[config.mk]
export PLATFORM = sky130hd
export DESIGN_NAME = rotary_encoder_button_event_decoder
export DESIGN_NICKNAME = d
export VERILOG_FILES = /design/src/rtl/core/rebd_pkg.sv /design/src/rtl/core/rebd_step.sv /design/src/rtl/core/rotary_encoder_button_event_decoder.sv
export SDC_FILE = /design/constraint.sdc
export NUM_CORES = 1
export LEC_CHECK = 0
export BUFFER_PORTS_ARGS = -buffer_cell sky130_fd_sc_hd__buf_2
export CORE_MARGIN = 4
export CORE_UTILIZATION = 65
export DETAILED_ROUTE_END_ITERATION = 8
export GPL_ROUTABILITY_DRIVEN = 0
export PLACE_DENSITY_LB_ADDON = 0.05
export SLEW_MARGIN = 40
export SYNTH_ARGS = -nofsm -noshare
export SYNTH_HDL_FRONTEND = slang
export SYNTH_SLANG_ARGS = --single-unit
[constraint.sdc]
create_clock -name clk -period 13.5 [get_ports clk]
set_input_delay 0.675 -clock clk [delete_from_list [all_inputs] [get_ports clk]]
set_output_delay 0.675 -clock clk [all_outputs]
set_load 0.03 [all_outputs]
[src/rtl/core/rebd_pkg.sv]
package rebd_pkg;

  localparam int unsigned TimeW = 32;
  localparam int unsigned CfgW  = 16;
  localparam int unsigned CodeW = 3;

  localparam logic [CfgW-1:0] DebounceMsReset  = 16'd50;
  localparam logic [CfgW-1:0] LongPressMsReset = 16'd1000;

  // register indexes on the configuration port
  localparam int unsigned CfgIdxW = 2;
  localparam logic [CfgIdxW-1:0] REG_DEBOUNCE_MS   = 2'd0;
  localparam logic [CfgIdxW-1:0] REG_LONG_PRESS_MS = 2'd1;

  typedef enum logic [CodeW-1:0] {
    EV_IDLE      = 3'd0,
    EV_INC       = 3'd1,
    EV_DEC       = 3'd2,
    EV_INC_PRESS = 3'd3,
    EV_DEC_PRESS = 3'd4,
    EV_SHORT     = 3'd5,
    EV_LONG      = 3'd6,
    EV_PROCESSED = 3'd7
  } rebd_event_t;

  localparam logic [3:0] HistReset = 4'd3;

  typedef struct packed {
    logic [TimeW-1:0] now_ms;
    logic             pin_a;
    logic             pin_b;
    logic             pin_button;
    logic             event_consumed;
  } rebd_sample_t;

  typedef struct packed {
    rebd_event_t       event_state;
    logic              last_button_level;
    logic [TimeW-1:0]  debounce_stamp;
    logic              button_pressed;
    logic              press_timing_active;
    logic [TimeW-1:0]  press_stamp;
    logic [3:0]        transition_history;
    logic signed [3:0] step_accumulator;
  } rebd_state_t;

  typedef struct packed {
    logic [CfgW-1:0] debounce_ms;
    logic [CfgW-1:0] long_press_ms;
  } rebd_cfg_t;

  // quadrature transition table: {prev_a, prev_b, a, b} -> step
  function automatic logic signed [3:0] quad_step(input logic [3:0] hist);
    logic signed [3:0] s;
    unique case (hist)
      4'd1, 4'd7, 4'd8, 4'd14: s = -4'sd1;
      4'd2, 4'd4, 4'd11, 4'd13: s = 4'sd1;
      default: s = 4'sd0;
    endcase
    return s;
  endfunction

endpackage

[src/rtl/core/rebd_step.sv]
module rebd_step
  import rebd_pkg::*;
(
  input  rebd_state_t  cur,
  input  rebd_sample_t smp,
  input  rebd_cfg_t    cfg,
  output rebd_state_t  nxt,
  output rebd_event_t  code
);

  logic [TimeW-1:0] deb_age;
  logic [TimeW-1:0] press_age;
  logic             deb_done;
  logic             long_done;

  assign deb_age   = smp.now_ms - cur.debounce_stamp;
  assign press_age = smp.now_ms - cur.press_stamp;
  assign deb_done  = deb_age >= {{(TimeW-CfgW){1'b0}}, cfg.debounce_ms};
  assign long_done = press_age >= {{(TimeW-CfgW){1'b0}}, cfg.long_press_ms};

  always_comb begin
    nxt  = cur;
    code = EV_IDLE;
    if (smp.event_consumed) begin
      nxt.event_state = EV_PROCESSED;
    end
    if (nxt.event_state == EV_PROCESSED && !smp.pin_button) begin
      // still held after consumption: freeze everything
      code = EV_PROCESSED;
    end else begin
      if (nxt.event_state == EV_PROCESSED) begin
        nxt.event_state         = EV_IDLE;
        nxt.button_pressed      = 1'b0;
        nxt.press_timing_active = 1'b0;
      end

      if (smp.pin_button != cur.last_button_level) begin
        nxt.last_button_level = smp.pin_button;
        nxt.debounce_stamp    = smp.now_ms;
      end else if (deb_done) begin
        nxt.button_pressed = !smp.pin_button;
      end

      nxt.transition_history = {cur.transition_history[1:0], !smp.pin_a, !smp.pin_b};
      nxt.step_accumulator   = cur.step_accumulator + quad_step(nxt.transition_history);

      if (nxt.step_accumulator > 4'sd3) begin
        nxt.step_accumulator = 4'sd0;
        nxt.event_state      = nxt.button_pressed ? EV_INC_PRESS : EV_INC;
      end else if (nxt.step_accumulator < -4'sd3) begin
        nxt.step_accumulator = 4'sd0;
        nxt.event_state      = nxt.button_pressed ? EV_DEC_PRESS : EV_DEC;
      end else begin
        // press timing starts this sample: age is zero
        if (nxt.button_pressed && !nxt.press_timing_active) begin
          nxt.press_timing_active = 1'b1;
          nxt.press_stamp         = smp.now_ms;
        end
        if (nxt.press_timing_active) begin
          if (!smp.pin_button) begin
            if (cur.press_timing_active && nxt.press_stamp == cur.press_stamp) begin
              if (long_done) nxt.event_state = EV_LONG;
            end else if (cfg.long_press_ms == '0) begin
              nxt.event_state = EV_LONG;
            end
          end else begin
            nxt.event_state = EV_SHORT;
          end
        end
      end
      code = nxt.event_state;
    end
  end

endmodule

[src/rtl/core/rotary_encoder_button_event_decoder.sv]
// Rotary encoder and push-button event decoder. Each input transaction is
// one pin sample with a millisecond time stamp; each yields exactly one
// event code on the output. One transaction is taken per clock while the
// output is not stalled. An accepted transaction is held in the input
// register; its decode updates the encoder/button state and loads the
// result register. The result register is the only buffer on the output,
// so tready back-pressure reaches s_tready within the same cycle.
// debounce_ms and long_press_ms must be written through cfg_we/cfg_index/
// cfg_data only while no transaction is in flight; the block does not enforce it.
module rotary_encoder_button_event_decoder
  import rebd_pkg::*;
(
  input  logic               clk,
  input  logic               rst,
  input  logic               s_tvalid,
  output logic               s_tready,
  // [31:0] now_ms, [32] pin_a, [33] pin_b, [34] pin_button,
  // [35] event_consumed, [39:36] zero
  input  logic [39:0]        s_tdata,
  output logic               m_tvalid,
  input  logic               m_tready,
  // [2:0] event_code, [7:3] zero
  output logic [7:0]         m_tdata,
  input  logic               cfg_we,
  input  logic [CfgIdxW-1:0] cfg_index,
  input  logic [CfgW-1:0]    cfg_data
);

  rebd_cfg_t    cfg;
  rebd_state_t  st;
  rebd_state_t  st_next;
  rebd_sample_t smp;
  rebd_sample_t smp_in;
  rebd_event_t  code_next;
  rebd_event_t  code;
  logic         in_valid;
  logic         out_valid;
  logic         out_free;
  logic         advance;

  assign smp_in.now_ms         = s_tdata[TimeW-1:0];
  assign smp_in.pin_a          = s_tdata[32];
  assign smp_in.pin_b          = s_tdata[33];
  assign smp_in.pin_button     = s_tdata[34];
  assign smp_in.event_consumed = s_tdata[35];

  assign out_free = !out_valid || m_tready;
  assign advance  = in_valid && out_free;
  assign s_tready = !in_valid || out_free;

  rebd_step u_step (
    .cur  (st),
    .smp  (smp),
    .cfg  (cfg),
    .nxt  (st_next),
    .code (code_next)
  );

  always_ff @(posedge clk) begin
    if (rst) begin
      cfg.debounce_ms   <= DebounceMsReset;
      cfg.long_press_ms <= LongPressMsReset;
    end else if (cfg_we) begin
      if (cfg_index == REG_DEBOUNCE_MS) cfg.debounce_ms <= cfg_data;
      if (cfg_index == REG_LONG_PRESS_MS) cfg.long_press_ms <= cfg_data;
    end
  end

  always_ff @(posedge clk) begin
    if (rst) begin
      in_valid <= 1'b0;
    end else if (s_tvalid && s_tready) begin
      in_valid <= 1'b1;
    end else if (advance) begin
      in_valid <= 1'b0;
    end
  end

  always_ff @(posedge clk) begin
    if (s_tvalid && s_tready) smp <= smp_in;
  end

  always_ff @(posedge clk) begin
    if (rst) begin
      out_valid <= 1'b0;
    end else if (advance) begin
      out_valid <= 1'b1;
    end else if (m_tready) begin
      out_valid <= 1'b0;
    end
  end

  always_ff @(posedge clk) begin
    if (advance) code <= code_next;
  end

  always_ff @(posedge clk) begin
    if (rst) begin
      st.event_state         <= EV_IDLE;
      st.last_button_level   <= 1'b1;
      st.debounce_stamp      <= '0;
      st.button_pressed      <= 1'b0;
      st.press_timing_active <= 1'b0;
      st.press_stamp         <= '0;
      st.transition_history  <= HistReset;
      st.step_accumulator    <= 4'sd0;
    end else if (advance) begin
      st <= st_next;
    end
  end

  assign m_tvalid = out_valid;
  assign m_tdata  = {5'd0, code};

endmodule

==> results of run 1 <==
[registers in the layout, summed over array words and instances, names as in the netlist]
register	flops
in_valid	1
smp	36
st	76
code	3
cfg	32
m_tvalid	1
[cell usage after synthesis (all sizes together), types with 15 or more instances]
cell type / n / area, um2
xnor2: 29 / 254
nor2: 111 / 417
o2111ai: 15 / 131
nand2: 169 / 634
nor4: 23 / 159
nor3: 26 / 130
mux2i: 37 / 370
a21oi: 135 / 683
nand4: 28 / 181
o21ai: 54 / 270
edfxtp: 39 / 1170
nand3: 20 / 100
inv: 121 / 454
dfxtp: 110 / 2200
clkbuf: 38 / 143
a211oi: 18 / 155
buf: 25 / 196
a21o: 26 / 195
o21a: 23 / 173
ha: 102 / 1280
xor2: 45 / 394
[through the flow]
| step | area (um2) | utilization | setup WS, ns | total power [uW] |
|---|---|---|---|---|
| 3_3_place_gp | 11600 | 0.690 | 7.32 | 785 |
| 4_1_cts | 12200 | 0.724 | 7.50 | 1240 |
| 2_1_floorplan | 11300 | - | 8.56 | 719 |
| 6_report | 12200 | 0.724 | 7.46 | 1240 |
| 5_1_grt | 12200 | 0.724 | 7.23 | 1310 |
| 3_5_place_dp | 11600 | 0.691 | 7.61 | 792 |
[worst max-delay path: stages (launching register included)]
cell,delay [ns]
edfxtp_1,0.51
ha_1,0.45
a21oi_1,0.36
o21ai_0,0.27
a211oi_2,0.50
xnor2_1,0.15
ha_1,0.27
a311oi_1,0.30
o2111ai_1,0.16
or4_1,0.42
nor4b_1,0.31
or3b_1,0.38
nor4_1,0.30
nand4_2,0.19
a211oi_1,0.35
o31a_4,0.59
mux2i_1,0.27
nor2_1,0.07
[kinds of logic after synthesis]
group                    after synthesis
flip-flops                           149
AND/OR/NAND/NOR                      454
multiplexers                          41
other                                  1
buffers and inverters                184
adder cells (fa/ha/maj)              105
XOR/XNOR                              74
AO/OA/AOI/OAI                        376
[per-layer routing]
metal | vias up | part of all wire | global-route usage
met2 | 367 | 0.46 | 0.473
li1 | 5030 | - | -
met3 | 69 | 0.064 | 0.0467
met1 | 4764 | 0.44 | 0.406
met4 | 0 | 0.036 | 0.119
met5 | - | 0 | 0
[area by class of cell]
| type | count | area, um2 | share of cell area |
|---|---|---|---|
| Clock buffer | 18 | 439 | 0.0361 |
| Clock inverter | 14 | 129 | 0.0106 |
| Inverter | 121 | 454 | 0.0373 |
| Multi-Input combinational cell | 1055 | 7170 | 0.589 |
| Sequential cell | 149 | 3370 | 0.277 |
| Tap cell | 220 | 275 | 0.0226 |
| Timing Repair Buffer | 66 | 340 | 0.0279 |
[where the power goes]
group	switching [uW]	internal, uW	leakage, uW
logic	178	114	0.00312
clock network	205	249	0.000281
registers	19.9	477	0.00127
total	403	840	0.00468
[final timing paths]
path	startpoint	endpoint	slack [ns]
setup reg to reg	smp[18]	st[37]	7.46
setup / recovery	smp[18]	st[37]	7.46
hold reg to reg	cfg[31]	cfg[31]	0.45
hold / removal	s_tdata[22]	smp[26]	0.42
==> flow_metrics.tcl, run 1 <==
set metrics [dict create \
    avgSynthCellArea_um2 8.16 \
    grt_util_all_layers 0.297 \
    root_buffer "clkbuf_16" \
    row_count 47 \
    drt-total-wl_um 29500 \
    worstSetupPathType "reg -> reg" \
    yosys.area_share.simple 0.192 \
    drive_gt1_frac 0.0956 \
    ios 73 \
    rsz0062_at_grt "false" \
    cts_num_sinks 149 \
    critPathRequiredTime_ns 13.77 \
    worst_pin_slew_ns 0.804 \
    vias 10200 \
    finalMaxSlewViolations 0 \
    nets 1578 \
    yosysWarningCount 0 \
    syn_to_final_growth_pct 7.81 \
    remaining_drc_errors 0 \
    path_max_fanout 32 \
    grt_pass1_wl_um 47600 \
    holdPathStages 1 \
    synth_edf_count 39 \
    dieWidth_um 140 \
    antenna_found_initial 0 \
    synthAdderAreaFrac 0.118 \
    n_fill_cell 1338 \
    synth.distinct_cells 92 \
    holdBufCountCts 0 \
    cellLeakagePower_uw 0.00468 \
    cts_setup_buffers 0 \
    crit_path_end_kind "register" \
    startpoint_type "register" \
    synth_top_family_by_area "compound AO/OA/AOI/OAI gates" \
    initial_core_util 0.672 \
    dieArea_um2 19600 \
    drt_iter0_drc 1022 \
    hold_class "in -> reg" \
    clk_pin_slew_ns 0.07 \
    synth_compound_area_frac 0.225 \
    grt_pass1_vias 9640 \
    period_needed_ns 6.04 \
    cap_violations 0 \
    hpwl_um 22900 \
    cp.arrival_ns 6.31 \
    layout_common_cells "nand2_1, a21oi_1, inv_1" \
    fin_setup_tns_ns 0 \
    synth_area_um2 11300 \
    grt-ovfl-total 0 \
    yosysSeqAreaShare 0.299 \
    ant_nets 0 \
    final_common_cell "nand2_1" \
    first_pass_iters 8 \
    port_buffers 63 \
    core_um2 16800 \
    tritoncts "yes" \
    insertion_delay_ns 0.43 \
    place_inst 1611 \
    holdWs_ns 0.417 \
    ctsResizeCount 0 \
    wl_per_cell_um 18.0 \
    instances_no_fill 1643 \
    cts_buffers 17 \
    synthXorXnorAreaFrac 0.0574 \
    rr_worst_depth 17 \
    synth_ff_type "dfxtp_1" \
    setup_viol 0 \
    fin_crit_sh 0.447 \
    antenna_cells 0 \
    grt_max_degree 73 \
    finalHoldViolCount 0 \
    synthMuxAreaShare 0.0378 \
    ys_async_sr_fraction 0 \
    clk_path_buf_depth 2 \
    ys_ff_latch 149 \
    status "completed" \
    power_density_nw_per_um2 102 \
    fp.dieH_um 140 \
    ir_drop_mv 0.0956 \
    netlist_instances 1384 \
    htreeDepth 4 \
    timing.fmax_mhz 166 \
    vias_per_cell 6.23 \
    skew_ns 0.0107 \
    slew_headroom 0.464 \
]
Power figures use the tool's default switching activity.
==> inputs of run 2 (changes only) <==
--- a/config.mk
+++ b/config.mk
@@ -7,7 +7,7 @@
 export LEC_CHECK = 0
 export BUFFER_PORTS_ARGS = -buffer_cell sky130_fd_sc_hd__buf_2
 export CORE_MARGIN = 4
-export CORE_UTILIZATION = 65
+export CORE_UTILIZATION = 62
 export DETAILED_ROUTE_END_ITERATION = 8
 export GPL_ROUTABILITY_DRIVEN = 0
 export PLACE_DENSITY_LB_ADDON = 0.05
==> constraint.sdc (replaced) <==
create_clock -name clk -period 6.2 [get_ports clk]
set_input_delay 0.31 -clock clk [delete_from_list [all_inputs] [get_ports clk]]
set_output_delay 0.31 -clock clk [all_outputs]
set_load 0.03 [all_outputs]
==> run 2 against run 1 <==
Net effect: global-route usage decreased by 0.33 points; clock-buffer cell count increased by 3; cell count increased by 0.67%; non-clock buffer count increased by 2; die area increased by 4.6%; fmax increased by 5.7%; setup slack got worse by 7.0 ns; clock power increased by 130%; first-iteration DRC count decreased by 15%; total power increased by 120%; critical endpoint is now st[77].
==> flow_metrics.tcl, run 2 (synthesis gave the netlist of run 1 again) <==
set metrics [dict create \
    status "completed" \
    clk_pin_slew_ns 0.07 \
    slowest_stage "a311oi_4" \
    power_density_nw_per_um2 226 \
    finalMaxSlewViolations 0 \
    layout_common_cells "nand2_1, a21oi_1, inv_1" \
    cp.arrival_ns 6.03 \
    grt-ovfl-total 0 \
    wl_per_cell_um 18.1 \
    hpwl_um 22900 \
    tritoncts "yes" \
    remaining_drc_errors 0 \
    fin_crit_sh 0.922 \
    cap_violations 0 \
    finalHoldViolCount 0 \
    worst_pin_slew_ns 0.815 \
    antenna_found_initial 0 \
    setup_viol 0 \
    layout_setup_ws_ns 0.486 \
    slowest_delay_ns 0.46 \
    drive_gt1_frac 0.0961 \
    grt_pass1_wl_um 47800 \
    core_um2 18000 \
    drt_iter0_drc 872 \
    top_regs "st: 76 flops, smp: 36 flops, cfg: 32 flops" \
    cellLeakagePower_uw 0.00470 \
    crit_chain "inv_1 -> ha_1 -> inv_1 -> fa_1 -> a21o_1 -> a221o_1 -> a21o_1 -> a21oi_1 -> o21ai_0 -> xor2_1 -> ha_1 -> a211oi_1 -> o21ai_0 -> a211oi_2 -> o2111ai_1 -> nor3_1 -> o211ai_1 -> nor4_1 -> o2111ai_1 -> a311oi_4 -> a211oi_2 -> o32a_1 -> a21o_1" \
    antenna_cells 0 \
    cts_buffers 17 \
    vias 10200 \
    ff_latch_area_um2 3370 \
    holdWs_ns 0.0520 \
    timing.fmax_mhz 175 \
    crit_path_end_kind "register" \
    htreeDepth 4 \
    rsz0062_at_grt "false" \
    largest_register "st" \
    holdBufCountCts 0 \
    critPathRequiredTime_ns 6.52 \
    ant_nets 0 \
    n_fill_cell 1507 \
    grt_util_all_layers 0.294 \
    nets 1580 \
    cts_setup_buffers 0 \
    multi_input_area_um2 7180 \
    place_ws_ns 0.440 \
    port_buffers 63 \
    startpoint_type "register" \
    grt_max_degree 105 \
    row_count 49 \
    drt-total-wl_um 30000 \
    skew_ns 0.00924 \
    initial_core_util 0.629 \
    clk_path_buf_depth 2 \
    vias_per_cell 6.16 \
    root_buffer "clkbuf_16" \
    hold_class "in -> reg" \
    path_common_cell "a21o_1" \
    cts_num_sinks 149 \
    dieArea_um2 20400 \
    path_max_fanout 5 \
    largest_reg_flops 76 \
    grt_pass1_vias 9573 \
    insertion_delay_ns 0.43 \
    fin_setup_tns_ns 0 \
    fp.dieH_um 143 \
    ir_drop_mv 0.193 \
    final_common_cell "nand2_1" \
    dieWidth_um 143 \
    slew_headroom 0.457 \
    first_pass_iters 5 \
    period_needed_ns 5.71 \
    ctsResizeCount 0 \
    ios 73 \
    syn_to_final_growth_pct 8.49 \
    worstSetupPathType "reg -> reg" \
]
run 2: cell count changes in the layout (fill, tap and decap cells not counted), moves of 2 or more:
| cell | before | now |
|---|---|---|
| clkbuf_1 | 0 | 2 |
| clkbuf_16 | 17 | 19 |
| clkinv_2 | 0 | 2 |
| inv_6 | 6 | 3 |
| inv_8 | 4 | 1 |
run 2: report_power, final:
group / switching [uW] / internal (uW) / total [uW] / leakage, uW
Clock: 437 / 608 / 1040 / 0.000291
Combinational: 391 / 251 / 642 / 0.00314
Sequential: 43.3 / 1040 / 1080 / 0.00127
Total: 872 / 1900 / 2770 / 0.00470
run 2: critical path, delay by kind of cell, from the launching register on:
family	cells	cell delay (ns)
buffers and inverters	2	0.18
flip-flops	1	0.44
AND/OR/NAND/NOR	2	0.40
XOR/XNOR	1	0.16
AO/OA/AOI/OAI	15	3.60
adder cells (fa/ha/maj)	3	0.81
run 2: per-stage QoR:
step / power (uW) / instance area, um2 / instances / utilization
after floorplan: 1570 / 11300 / 1388 / -
after global placement: 1710 / 11600 / 1622 / 0.648
after detailed placement: 1730 / 11600 / 1622 / 0.648
after CTS: 2770 / 12200 / 1654 / 0.682
after global routing: 2900 / 12300 / 1654 / 0.682
final: 2770 / 12300 / 1654 / 0.682
run 2: per-layer routing:
layer  up-vias  part of all wire  global-route usage
met5         -                 0                   0
met4         0             0.027               0.102
met3        67             0.063              0.0489
met2       324              0.46               0.473
met1      4785              0.45               0.402
li1       5020                 -                   -
run 2: final cells by class:
cell class | instances | share of cell area
clock inverter | 11 | 0.00908
clock buffer | 21 | 0.0394
timing repair buffer | 68 | 0.0303
sequential | 149 | 0.275
tap | 229 | 0.0234
multi-input combinational | 1055 | 0.586
inverter | 121 | 0.0370
run 2: final timing paths:
| path | slack (ns) | startpoint | cells after the start | endpoint |
|---|---|---|---|---|
| hold / removal | 0.05 | s_tdata[32] | 1 | smp[3] |
| hold reg to reg | 0.45 | st[71] | 2 | st[71] |
| setup / recovery | 0.49 | smp[4] | 23 | st[77] |
| setup reg to reg | 0.49 | smp[4] | 23 | st[77] |
==> inputs of run 3 (changes only) <==
--- a/config.mk
+++ b/config.mk
@@ -8,8 +8,10 @@
 export BUFFER_PORTS_ARGS = -buffer_cell sky130_fd_sc_hd__buf_2
 export CORE_MARGIN = 4
 export CORE_UTILIZATION = 62
+export CTS_CLUSTER_DIAMETER = 200
 export DETAILED_ROUTE_END_ITERATION = 8
 export GPL_ROUTABILITY_DRIVEN = 0
+export HOLD_SLACK_MARGIN = 0.1
 export PLACE_DENSITY_LB_ADDON = 0.05
 export SLEW_MARGIN = 40
 export SYNTH_ARGS = -nofsm -noshare
==> run 3 against run 2 <==
Net effect: first-iteration DRC count is the same; total power up 0.95%; setup slack got worse by 0.020 ns; final area increased by 3.0%; largest power group unchanged; via count up 1.9%; critical path type unchanged; sequential power hardly changed; critical path depth unchanged; highest routed layer unchanged; sequential share of layout area is 0.81 points lower; worst hold slack better by 0.058 ns.
==> flow_metrics.tcl, run 3 (synthesis gave the netlist of run 1 again) <==
set metrics [dict create \
    antenna_found_initial 0 \
    tritoncts "yes" \
    instances_no_fill 1691 \
    skew_ns 0.00965 \
    vias_per_cell 6.14 \
    insertion_delay_ns 0.43 \
    worstSetupPathType "reg -> reg" \
    grt_max_degree 105 \
    cp.depth 23 \
    root_buffer "clkbuf_16" \
    finalMaxSlewViolations 0 \
    critPathBufInv 2 \
    row_count 49 \
    nets 1617 \
    ir_drop_mv 0.194 \
    fp.dieH_um 143 \
    port_buffers 63 \
    crit_path_end_kind "register" \
    fin_setup_tns_ns 0 \
    hold_class "in -> reg" \
    setup_viol 0 \
    rrSetupSlack_ns 0.47 \
    rsz0062_at_grt "false" \
    top_regs "st: 76 flops, smp: 36 flops, cfg: 32 flops" \
    core_um2 18000 \
    crit_path_end "st[77]" \
    wl_per_cell_um 18.4 \
    cts_num_sinks 149 \
    drt_iter0_drc 872 \
    timing.rr.end "st[77]" \
    drive_gt1_frac 0.0937 \
    sequentialPowerShare 0.388 \
    crit_chain "inv_1 -> ha_1 -> inv_1 -> fa_1 -> a21o_1 -> a221o_1 -> a21o_1 -> a21oi_1 -> o21ai_0 -> xor2_1 -> ha_1 -> a211oi_1 -> o21ai_0 -> o211ai_1 -> o2111ai_1 -> nor3_1 -> o211ai_1 -> nor4_1 -> o2111ai_1 -> a311oi_4 -> a211oi_2 -> o32a_1 -> a21o_1" \
    largest_reg_flops 76 \
    p_sw_uw 882 \
    drt-total-wl_um 31100 \
    cts_setup_buffers 0 \
    place_inst 1622 \
    hpwl_um 22900 \
    internal_power_uw 1910 \
    ant_nets 0 \
    clkPwrFrac 0.376 \
    fin_crit_sh 0.925 \
    finalHoldViolCount 0 \
    grt_pass1_vias 9825 \
    vias 10400 \
    final_common_cell "nand2_1" \
    startpoint_type "register" \
    slowest_stage "edfxtp_1" \
    cellLeakagePower_uw 0.00485 \
    power_density_nw_per_um2 221 \
    status "completed" \
    cp.arrival_ns 6.05 \
    timing.fmax_mhz 174 \
    power.total_uw 2800 \
    grt_pass1_wl_um 49300 \
    dieArea_um2 20400 \
    grt_util_all_layers 0.304 \
    clk_pin_slew_ns 0.07 \
    path_common_cell "a21o_1" \
    initial_core_util 0.629 \
    fin_area_um2 12600 \
    comb_power_share 0.237 \
    slew_headroom 0.444 \
    cap_violations 0 \
    dpl-instance-area_um2 11600 \
    swShare 0.316 \
    largest_register "st" \
    critPathRequiredTime_ns 6.52 \
    cp-startpoint "smp[4]" \
    cts_buffers 17 \
    antenna_cells 0 \
    period_needed_ns 5.73 \
    clk_path_buf_depth 2 \
    rr_worst_depth 23 \
    first_pass_iters 6 \
    grt-ovfl-total 0 \
    cp_top_family "compound AO/OA/AOI/OAI gates" \
    slowest_delay_ns 0.45 \
    htreeDepth 4 \
    layout_common_cells "nand2_1, a21oi_1, inv_1" \
    regToRegStartpoint "smp[4]" \
    n_fill_cell 1448 \
    worst_pin_slew_ns 0.834 \
    ios 73 \
    holdWs_ns 0.110 \
    remaining_drc_errors 0 \
    dieWidth_um 143 \
    path_max_fanout 5 \
    syn_to_final_growth_pct 11.8 \
]
## run 3: layout make-up
class	count	area, um2	area share
tap	229	287	0.0227
sequential	149	3370	0.267
timing repair buffer	105	742	0.0587
clock buffer	21	483	0.0382
multi-input combinational	1055	7180	0.568
inverter	121	454	0.0360
clock inverter	11	111	0.00882
## run 3: worst register-to-register path, cell delays in order (launching register included)
cell	delay, ns
edfxtp_1	0.45
inv_1	0.14
ha_1	0.20
inv_1	0.06
fa_1	0.41
a21o_1	0.20
a221o_1	0.40
a21o_1	0.21
a21oi_1	0.20
o21ai_0	0.14
xor2_1	0.16
ha_1	0.21
a211oi_1	0.22
o21ai_0	0.21
o211ai_1	0.35
o2111ai_1	0.15
nor3_1	0.17
o211ai_1	0.13
nor4_1	0.23
o2111ai_1	0.24
a311oi_4	0.45
a211oi_2	0.18
o32a_1	0.37
a21o_1	0.16
## run 3: timing repair
action                                  in CTS  in global routing
hold buffers                                37                  0
resized for setup                            0                  2
endpoints found under the setup margin       0                  2
hold endpoints to repair                    37                  0
## run 3: worst min path at each step
stage                     start  endpoint  cells after the start
global route                rst     st[0]                      2
floorplan           s_tdata[35]    smp[0]                      0
global placement         st[46]    st[46]                      2
detailed placement       st[72]    st[72]                      2
CTS                         rst     st[0]                      2
finish                      rst     st[3]                      2
## run 3: power groups by stage
stage	Clock (uW)	Sequential, uW	Combinational [uW]
after CTS	1060	1080	648
final	1050	1080	662
after floorplan	0	1090	477
after detailed placement	0	1100	623
after global placement	0	1100	612
after global routing	1100	1090	732
## run 3: per-layer routing
layer	track usage	share of wire	vias to the layer above
met4	0.112	0.031	0
met5	0	0	-
met2	0.491	0.47	360
li1	-	-	5090
met3	0.0539	0.069	69
met1	0.408	0.43	4872
## run 3: metrics by stage
stage,util,setup WS [ns]
after floorplan,-,1.26
after global placement,0.648,0.644
after detailed placement,0.648,0.440
after CTS,0.702,0.419
after global routing,0.703,0.0636
final,0.703,0.466
